==> src/design/tcbhs_pkg.sv <==
// Shared types, constants and helpers for the two-choice bucket hash set.
`timescale 1ns / 1ps

package tcbhs_pkg;

   localparam int SLOTS_PER_BUCKET = 8;
   localparam int BUCKETS_PER_HALF = 64;

   localparam int ROWS         = 2 * BUCKETS_PER_HALF;
   localparam int TOTAL_SLOTS  = ROWS * SLOTS_PER_BUCKET;
   localparam int BUCKET_W     = (BUCKETS_PER_HALF > 1) ? $clog2(BUCKETS_PER_HALF) : 1;
   localparam int ROW_W        = $clog2(ROWS);
   localparam int SLOT_W       = (SLOTS_PER_BUCKET > 1) ? $clog2(SLOTS_PER_BUCKET) : 1;
   localparam int CNT_W        = $clog2(SLOTS_PER_BUCKET + 1);
   localparam int TOTAL_W      = $clog2(TOTAL_SLOTS + 1);
   localparam int KEY_W        = 64;
   localparam int SLOT_INDEX_W = 11;

   localparam logic [31:0] MULT_FIRST  = 32'ha96347c5;
   localparam logic [31:0] MULT_SECOND = 32'he65ac2d3;
   localparam logic [31:0] BUCKET_MASK = 32'(BUCKETS_PER_HALF - 1);

   // Operation codes; the unused code behaves as a lookup.
   localparam logic [1:0] OP_LOOKUP = 2'd0;
   localparam logic [1:0] OP_INSERT = 2'd1;
   localparam logic [1:0] OP_REMOVE = 2'd2;

   // Status codes.
   localparam logic [1:0] ST_FOUND    = 2'd0;
   localparam logic [1:0] ST_INSERTED = 2'd1;
   localparam logic [1:0] ST_MISSING  = 2'd2;
   localparam logic [1:0] ST_FULL     = 2'd3;

   typedef struct packed {
      logic [1:0]              op;
      logic signed [KEY_W-1:0] key;
   } req_type;

   typedef struct packed {
      logic [SLOT_INDEX_W-1:0] slot_index;
      logic [1:0]              status;
   } rsp_type;

   // One bucket: valid bits and keys of all its slots.
   typedef struct packed {
      logic [SLOTS_PER_BUCKET-1:0]            valid;
      logic [SLOTS_PER_BUCKET-1:0][KEY_W-1:0] keys;
   } row_type;

   // Item after hashing, as it moves through the pipeline.
   typedef struct packed {
      logic [1:0]       op;
      logic [KEY_W-1:0] key;
      logic [ROW_W-1:0] row0;
      logic [ROW_W-1:0] row1;
   } stage_type;

   // Row write-back command.
   typedef struct packed {
      logic             we;
      logic [ROW_W-1:0] addr;
      row_type          row;
   } wr_type;

   // One-based slot number of a slot within a row, cut to the output width.
   function automatic logic [SLOT_INDEX_W-1:0] slot_number(input logic [ROW_W-1:0] row,
                                                            input logic [SLOT_W-1:0] s);
      logic [TOTAL_W-1:0] n;
      n = TOTAL_W'(row) * TOTAL_W'(SLOTS_PER_BUCKET) + TOTAL_W'(s) + TOTAL_W'(1);
      return SLOT_INDEX_W'(n);
   endfunction

endpackage

==> src/design/tcbhs_hash.sv <==
// Key folding and the two multiplicative hashes that pick one bucket row per half.
`timescale 1ns / 1ps

module tcbhs_hash (
   input  logic [tcbhs_pkg::KEY_W-1:0] key,
   output logic [tcbhs_pkg::ROW_W-1:0] row0,
   output logic [tcbhs_pkg::ROW_W-1:0] row1
);
   import tcbhs_pkg::*;

   logic [31:0]         fold_lo;
   logic [31:0]         fold_hi;
   logic [31:0]         folded;
   logic [63:0]         prod0;
   logic [63:0]         prod1;
   logic [31:0]         sel0;
   logic [31:0]         sel1;
   logic [BUCKET_W-1:0] bucket0;
   logic [BUCKET_W-1:0] bucket1;

   assign fold_lo = {key[47:32], key[15:0]};
   assign fold_hi = {key[31:16], key[63:48]};
   assign folded  = fold_lo ^ fold_hi;

   assign prod0 = {32'd0, folded} * {32'd0, MULT_FIRST};
   assign prod1 = {32'd0, folded} * {32'd0, MULT_SECOND};

   assign sel0 = prod0[47:16] & BUCKET_MASK;
   assign sel1 = prod1[47:16] & BUCKET_MASK;

   assign bucket0 = BUCKET_W'(sel0);
   assign bucket1 = BUCKET_W'(sel1);

   // Second half rows sit after all first half rows.
   assign row0 = ROW_W'(bucket0);
   assign row1 = ROW_W'(bucket1) + ROW_W'(BUCKETS_PER_HALF);

endmodule

==> config.mk <==
export PLATFORM = sky130hd
export DESIGN_NAME = tcbhs_hash
export DESIGN_NICKNAME = d
export VERILOG_FILES = /design/src/design/tcbhs_pkg.sv /design/src/design/tcbhs_hash.sv
export SDC_FILE = /design/constraint.sdc
export NUM_CORES = 1
export LEC_CHECK = 0
export BUFFER_PORTS_ARGS = -buffer_cell sky130_fd_sc_hd__buf_2
export CELL_PAD_IN_SITES_DETAIL_PLACEMENT = 0
export CELL_PAD_IN_SITES_GLOBAL_PLACEMENT = 1
export CORE_ASPECT_RATIO = 0.75
export CORE_MARGIN = 1.5
export CORE_UTILIZATION = 45
export DETAILED_ROUTE_END_ITERATION = 10
export PLACE_DENSITY_LB_ADDON = 0.1
export SETUP_SLACK_MARGIN = 0.15
export SLEW_MARGIN = 20
export SYNTH_ARGS = -nofsm -noshare
export SYNTH_HDL_FRONTEND = slang
export SYNTH_SLANG_ARGS = --single-unit
==> constraint.sdc <==
create_clock -name vclk -period 5.4
set_input_delay 0.27 -clock vclk [all_inputs]
set_output_delay 0.27 -clock vclk [all_outputs]
set_load 0.1 [all_outputs]
==> results.cfg, run 1 <==
[clocking]
hold_buffers = 0

[die]
die_w_microns = 145
start_util = 0.466
num_io_pins = 78
core_sq_um = 14600
num_rows = 38
die_y_microns = 110
die_area_sq_um = 15900

[routing]
drt_iter0_markers = 145
vias_per_cell = 4.73
wirelength_mm = 18.2
vias = 5077
drc_errors = 0
wire_per_inst_microns = 17.0
postRouteAntennaNets = 0
drt-pass1-iter-count = 4

[synth]
syn_avg_cell_area_sq_um = 10.1
yosysSeqAreaShare = 0
synth_mux_area_frac = 0.00147
synth_cells = 678
synth_top_family_by_area = adder cells
synthAdderAreaFrac = 0.696
ys_warn_count = 0
synth_area_sq_um = 6830
yosysUniqueCellTypes = 37
synth_compound_area_frac = 0.0308
synth-simple-area-share = 0.0381
synth-xor-area-share = 0.121
synth.net_count = 1048

[sta]
tightest_slew_ns = 0.535
finalCritPeriodShare = 1.10
fin_crit_ns = 5.96
maxSlewViolCount = 0
fmax_mhz = 168
hold_viol_final = 0
setup_viol = 12
relSlewSlack = 0.642
hold_slack_ns = 1.65
setup_slack_ns = -0.555
grt_setup_unrepaired = true

[grt]
antenna_found_initial = 1
grt_usage = 0.245
grt_max_degree = 13
grt_pass1_wl_mm = 29.7
grt_pass1_vias = 5587
grt-ovfl-total = 0

[hold_path]
hp-class = in2out
holdPathStages = 8

[finish]
synthToLayoutAreaGrowth_pct = 42.8
seq_area_sq_um = 0
clock_buffers = 0
nNetsFinal = 1246
drive_above_1_share = 0.376
n_antenna_cell = 0
nFlopsAndLatches = 0
layout_commonest_cell = inv_1
final_cell_mix = 183 x inv_1, 149 x ha_1, 130 x buf_4

[worst_setup_path]
critPathLaunchType = primary input
worst_ep_required_time_ns = 5.13
path_cells = buf_2, xor2_4, buf_4, xnor2_1, ha_1, or2_2, ha_1, fa_1, fa_1, fa_1, fa_1, inv_1, fa_1, inv_1, ha_1, inv_1, a31oi_4, a31oi_4, o21bai_4, xor2_4, buf_12
cp_max_fo = 3
worstSetupPathType = in2out
crit_top_cell = fa_1
crit_path_top_delay_cell = fa_1
crit_path_end_kind = output pin
crit_arrival_ns = 5.69
max_stage_delay_ns = 0.55

[status]
status = complete, but fails checks
violations = setup timing

[placed_design]
place_hpwl_mm = 16.7
place.gp.congestion = 0.921
port_buffers = 56

[run]
cap_viol_max_count = 0
area by class of cell:
class | count | area, sq um
Fill cell | 1173 | 4890
Inverter | 198 | 758
Timing Repair Buffer | 198 | 1600
Multi-Input combinational cell | 478 | 7140
Tap cell | 200 | 250
cell usage after synthesis, types with 3 or more instances:
cell type    n  area (sq um)
or2_2        9          56.3
a21o_1       4          30.0
xor2_1      25           219
fa_1       123          2460
ha_1       183          2290
xnor2_1     57           499
nand4_1      3          18.8
and2_1       6          37.5
nand2_1      8          30.0
o21ai_0      6          30.0
inv_1      198           743
a21oi_1     12          60.1
nor2_1       8          30.0
worst paths after layout:
| kind | startpoint | end |
|---|---|---|
| hold / removal | key[36] | row1[5] |
| setup / recovery | key[54] | row0[4] |
repair_timing:
action,4_1_cts,5_1_grt
gates resized for setup,52,29
setup buffers,17,5
endpoints found under the setup margin,12,12
cloned,0,0
pin swaps,59,29
metrics by stage:
step	setup TNS [ns]	worst slack [ns]	utilization	cells	cell area (sq um)
floorplan	-2.90	-0.554	-	678	7600
global placement	-5.05	-0.661	0.628	1052	9200
detailed placement	-5.88	-0.703	0.628	1052	9200
CTS	-4.68	-0.585	0.654	1069	9570
global route	-6.88	-0.754	0.666	1074	9750
finish	-4.69	-0.555	0.666	1074	9750
critical path, delay by kind of cell:
family / cells / cell delay [ns]
adders and majority gates: 8 / 3.28
xor gates and xnor gates: 3 / 0.56
AOI/OAI and AO/OA: 3 / 0.61
buffers and inverters: 6 / 0.64
and+or+nand+nor: 1 / 0.29
cell families (layout without fill, tap and decap cells):
group / Yosys count / in the layout
adder cells (fa/ha/maj): 306 / 306
buffers and inverters: 200 / 396
XOR/XNOR: 87 / 87
AND/OR/NAND/NOR: 48 / 48
AO/OA/AOI/OAI: 34 / 34
other: 2 / 2
multiplexers: 1 / 1
per-layer routing:
layer | up-vias | GRT usage | routed length [microns]
met5 | - | 0 | 0
met4 | 0 | 0.0262 | 202
met3 | 15 | 0.00747 | 493
met2 | 85 | 0.419 | 8390
met1 | 2506 | 0.360 | 9140
li1 | 2471 | - | -
Power of run 1 is left out: the tool's default activity adds up to more than one toggle a clock period on the data nets, which glitch-free logic cannot reach.
==> inputs of run 2 (changes only) <==
==> config.mk (replaced) <==
export PLATFORM = sky130hd
export DESIGN_NAME = tcbhs_hash
export DESIGN_NICKNAME = d
export VERILOG_FILES = /design/src/design/tcbhs_pkg.sv /design/src/design/tcbhs_hash.sv
export SDC_FILE = /design/constraint.sdc
export NUM_CORES = 1
export LEC_CHECK = 0
export CORE_ASPECT_RATIO = 0.75
export CORE_MARGIN = 1.5
export CORE_UTILIZATION = 45
export DETAILED_ROUTE_END_ITERATION = 10
export DONT_BUFFER_PORTS = 1
export SETUP_SLACK_MARGIN = 0.15
export SLEW_MARGIN = 20
export SYNTH_ARGS = -nofsm -noshare
export SYNTH_HDL_FRONTEND = slang
export SYNTH_SLANG_ARGS = --single-unit
==> results.cfg, run 2 (synthesized netlist as in run 1, its figures left out) <==
[status]
status = complete, but fails checks
violations = setup timing

[finish]
fillers = 1200
multiInputGateArea_sq_um = 7180
final_cell_mix = 189 x inv_1, 148 x ha_1, 113 x fa_1
seq_area_sq_um = 0
synthToLayoutAreaGrowth_pct = 38.0
drive_above_1_share = 0.320
n_antenna_cell = 0
nFlopsAndLatches = 0
post-route-util = 0.644
layout_commonest_cell = inv_1
clock_buffers = 0
nNetsFinal = 1179

[sta]
tightest_slew_ns = 0.533
finalCritPeriodShare = 1.08
grt_setup_unrepaired = true
fmax_mhz = 172
relSlewSlack = 0.644
setup_slack_ns = -0.408
setup_viol = 11
maxSlewViolCount = 0
fin_crit_ns = 5.81
hold_viol_final = 0

[grt]
grt-ovfl-total = 0
grt_usage = 0.234
grt_pass1_wl_mm = 28.4
grt_max_degree = 13
antenna_found_initial = 0
grt_pass1_vias = 5435

[worst_setup_path]
critPathLaunchType = primary input
crit_arrival_ns = 5.54
worst_ep_required_time_ns = 5.13
worstSetupPathType = in2out
crit_path_end_kind = output pin
cp_max_fo = 3

[hold_path]
holdPathStages = 7
hp-class = in2out
hold_end = row0[5]
hp-start = key[15]

[routing]
wirelength_mm = 18.0
drt_iter0_markers = 186
drt-pass1-iter-count = 4
dr.max_layer_used = met4
postRouteAntennaNets = 0
vias_per_cell = 4.84
wl_met2_mm = 8.41
vias = 4876
wirelength_met1_mm = 8.73
wl_met3_microns = 741
drc_errors = 0
wire_per_inst_microns = 17.8

[die]
num_rows = 38
die_y_microns = 110
num_io_pins = 78
core_sq_um = 14600
die_w_microns = 145
start_util = 0.466
die_area_sq_um = 15900

[placed_design]
place.gp.congestion = 0.898
port_buffers = 0
place_hpwl_mm = 16.4

[run]
cap_viol_max_count = 0
-- run 2: cell count changes in the layout (fill, tap and decap cells not counted), sizes merged --
cell    delta
buf       -67
clkinv     +1
inv        -1
-- run 2: what timing repair did --
item,CTS,global route
resized for setup,53,23
setup buffers,8,14
pin swaps,34,24
setup endpoints to repair,12,12
hold buffers,0,0
-- run 2: routing by layer --
| layer | vias to the layer above | GRT usage |
|---|---|---|
| met5 | - | 0 |
| met3 | 6 | 0.0108 |
| met2 | 95 | 0.406 |
| li1 | 2340 | - |
| met1 | 2435 | 0.344 |
| met4 | 0 | 0.00802 |
-- run 2: worst max path at each step --
stage / cells after the start / to / from
after floorplan: 19 / row0[4] / key[6]
after global placement: 21 / row0[5] / key[3]
after detailed placement: 20 / row0[5] / key[53]
after CTS: 20 / row0[4] / key[53]
after global routing: 20 / row0[4] / key[53]
final: 21 / row0[2] / key[53]
-- run 2: cell type report --
cell class                      count  area share
Timing Repair Buffer              131       0.132
Multi-Input combinational cell    478       0.762
Tap cell                          200      0.0266
Inverter                          198      0.0799
-- run 2: worst max-delay path, stage by stage --
cell	delay (ns)
xor2_4	0.27
xor2_2	0.12
ha_2	0.18
or2_4	0.23
ha_4	0.27
fa_1	0.43
fa_1	0.50
inv_1	0.05
fa_1	0.50
inv_2	0.04
fa_1	0.51
fa_1	0.42
ha_1	0.32
and4_4	0.23
nand4_1	0.16
a31oi_4	0.28
o21a_1	0.20
nor2_1	0.05
buf_4	0.14
xnor2_4	0.18
buf_12	0.19
-- run 2: per-stage QoR --
stage	setup slack (ns)	setup TNS [ns]	std cells	cell area, sq um	hold slack [ns]
final	-0.408	-2.58	1007	9420	1.61
after global routing	-0.608	-4.73	1007	9420	1.66
after CTS	-0.407	-2.59	993	9160	1.62
after detailed placement	-0.496	-3.78	985	8810	1.56
after global placement	-0.397	-3.15	985	8810	1.56
after floorplan	-0.554	-2.90	678	7600	1.37
Power of run 2 is left out for the same reason.
==> inputs of run 3 (changes only) <==
--- a/config.mk
+++ b/config.mk
@@ -7,9 +7,10 @@
 export LEC_CHECK = 0
 export CORE_ASPECT_RATIO = 0.75
 export CORE_MARGIN = 1.5
-export CORE_UTILIZATION = 45
+export CORE_UTILIZATION = 55
 export DETAILED_ROUTE_END_ITERATION = 10
 export DONT_BUFFER_PORTS = 1
+export PLACE_DENSITY = 0.81
 export SETUP_SLACK_MARGIN = 0.15
 export SLEW_MARGIN = 20
 export SYNTH_ARGS = -nofsm -noshare
==> results.cfg, run 3 (synthesized netlist as in run 1, its figures left out) <==
[worst_setup_path]
cp.depth = 21
critPathLaunch = key[53]
worst_ep_required_time_ns = 5.13
crit_arrival_ns = 5.63
cpLargestDelayFamily = adder cells
path_buf_inv = 4
cp_max_fo = 3
crit_path_end = row0[5]
crit_top_cell = fa_1
worstSetupPathType = in2out
critPathLaunchType = primary input
crit_path_top_delay_cell = fa_1
max_stage_delay_ns = 0.52
crit_path_end_kind = output pin
path_cells = xor2_4, xor2_2, ha_2, or2_4, ha_4, fa_1, fa_1, inv_1, fa_1, inv_1, fa_1, fa_1, ha_4, and4_4, nand4_1, a31oi_4, a31oi_4, buf_12, o21ai_4, xnor2_4, buf_12

[die]
die_area_sq_um = 13100
core_sq_um = 12200
die_y_microns = 99.5
num_rows = 35
start_util = 0.561
die_w_microns = 132
num_io_pins = 78

[run]
cap_viol_max_count = 0

[placed_design]
place_ws_ns = -0.500
dpl_cell_area_sq_um = 8820
place.gp.congestion = 0.925
port_buffers = 0
place_hpwl_mm = 16.7

[grt]
grt_pass1_wl_mm = 29.0
grt_pass1_vias = 5566
grt_max_degree = 11
grt_usage = 0.291
antenna_found_initial = 0
grt-ovfl-total = 0

[finish]
layout_commonest_cell = inv_1
n_antenna_cell = 0
synthToLayoutAreaGrowth_pct = 34.8
fillers = 839
nFlopsAndLatches = 0
fin_area_sq_um = 9210
drive_above_1_share = 0.303
seq_area_sq_um = 0
nNetsFinal = 1177
clock_buffers = 0
final_cell_mix = 191 x inv_1, 154 x ha_1, 116 x fa_1

[status]
violations = setup timing
status = complete, but fails checks

[routing]
drc_errors = 0
wirelength_mm = 18.3
vias = 4941
drt_iter0_markers = 168
drt-pass1-iter-count = 4
vias_per_cell = 5.09
postRouteAntennaNets = 0
wire_per_inst_microns = 18.8

[sta]
finalCritPeriodShare = 1.09
tightest_slew_ns = 0.536
finalSetupTns_ns = -2.99
relSlewSlack = 0.641
maxSlewViolCount = 0
hold_slack_ns = 1.63
grt_setup_unrepaired = true
hold_viol_final = 0
fin_crit_ns = 5.90
fmax_mhz = 170
setup_viol = 11
setup_slack_ns = -0.495

[clocking]
hold_buffers = 0

[hold_path]
hp-start = key[15]
hp-class = in2out
[run 3: metal layers]
metal  vias to the layer above  track usage  routed length, microns
met2                       129        0.518                    8880
met5                         -            0                       0
li1                       2331            -                       -
met3                        25       0.0423                    1110
met4                         0       0.0487                     361
met1                      2456        0.387                    7900
[run 3: worst min-delay path by stage]
stage | to | slack, ns | cells past startpoint
final | row0[5] | 1.63 | 7
after global routing | row0[5] | 1.66 | 7
after floorplan | row0[5] | 1.37 | 5
after global placement | row0[5] | 1.61 | 7
after CTS | row0[5] | 1.60 | 7
after detailed placement | row0[5] | 1.64 | 7
[run 3: layout make-up]
type | count | area (sq um) | share of cell area
inverter | 198 | 748 | 0.0813
timing repair buffer | 129 | 1160 | 0.126
tap | 166 | 208 | 0.0226
multi-input combinational | 478 | 7090 | 0.770
[run 3: per-stage QoR]
stage / cells / util
after global placement: 958 / 0.724
after floorplan: 678 / -
after CTS: 965 / 0.748
final: 971 / 0.756
after detailed placement: 958 / 0.724
after global routing: 971 / 0.756
[run 3: worst min-delay path: stages]
cell and delay, ns:
xor2_4 0.07, buf_4 0.16, xnor2_1 0.21, xnor2_1 0.18, xnor2_2 0.21, xnor2_4 0.08
buf_12 0.16
[run 3: what timing repair did]
item / in CTS / in global routing
gates resized for setup: 35 / 14
setup endpoints to repair: 12 / 12
pin swaps: 32 / 14
setup buffers: 7 / 6
Power of run 3 is left out for the same reason.
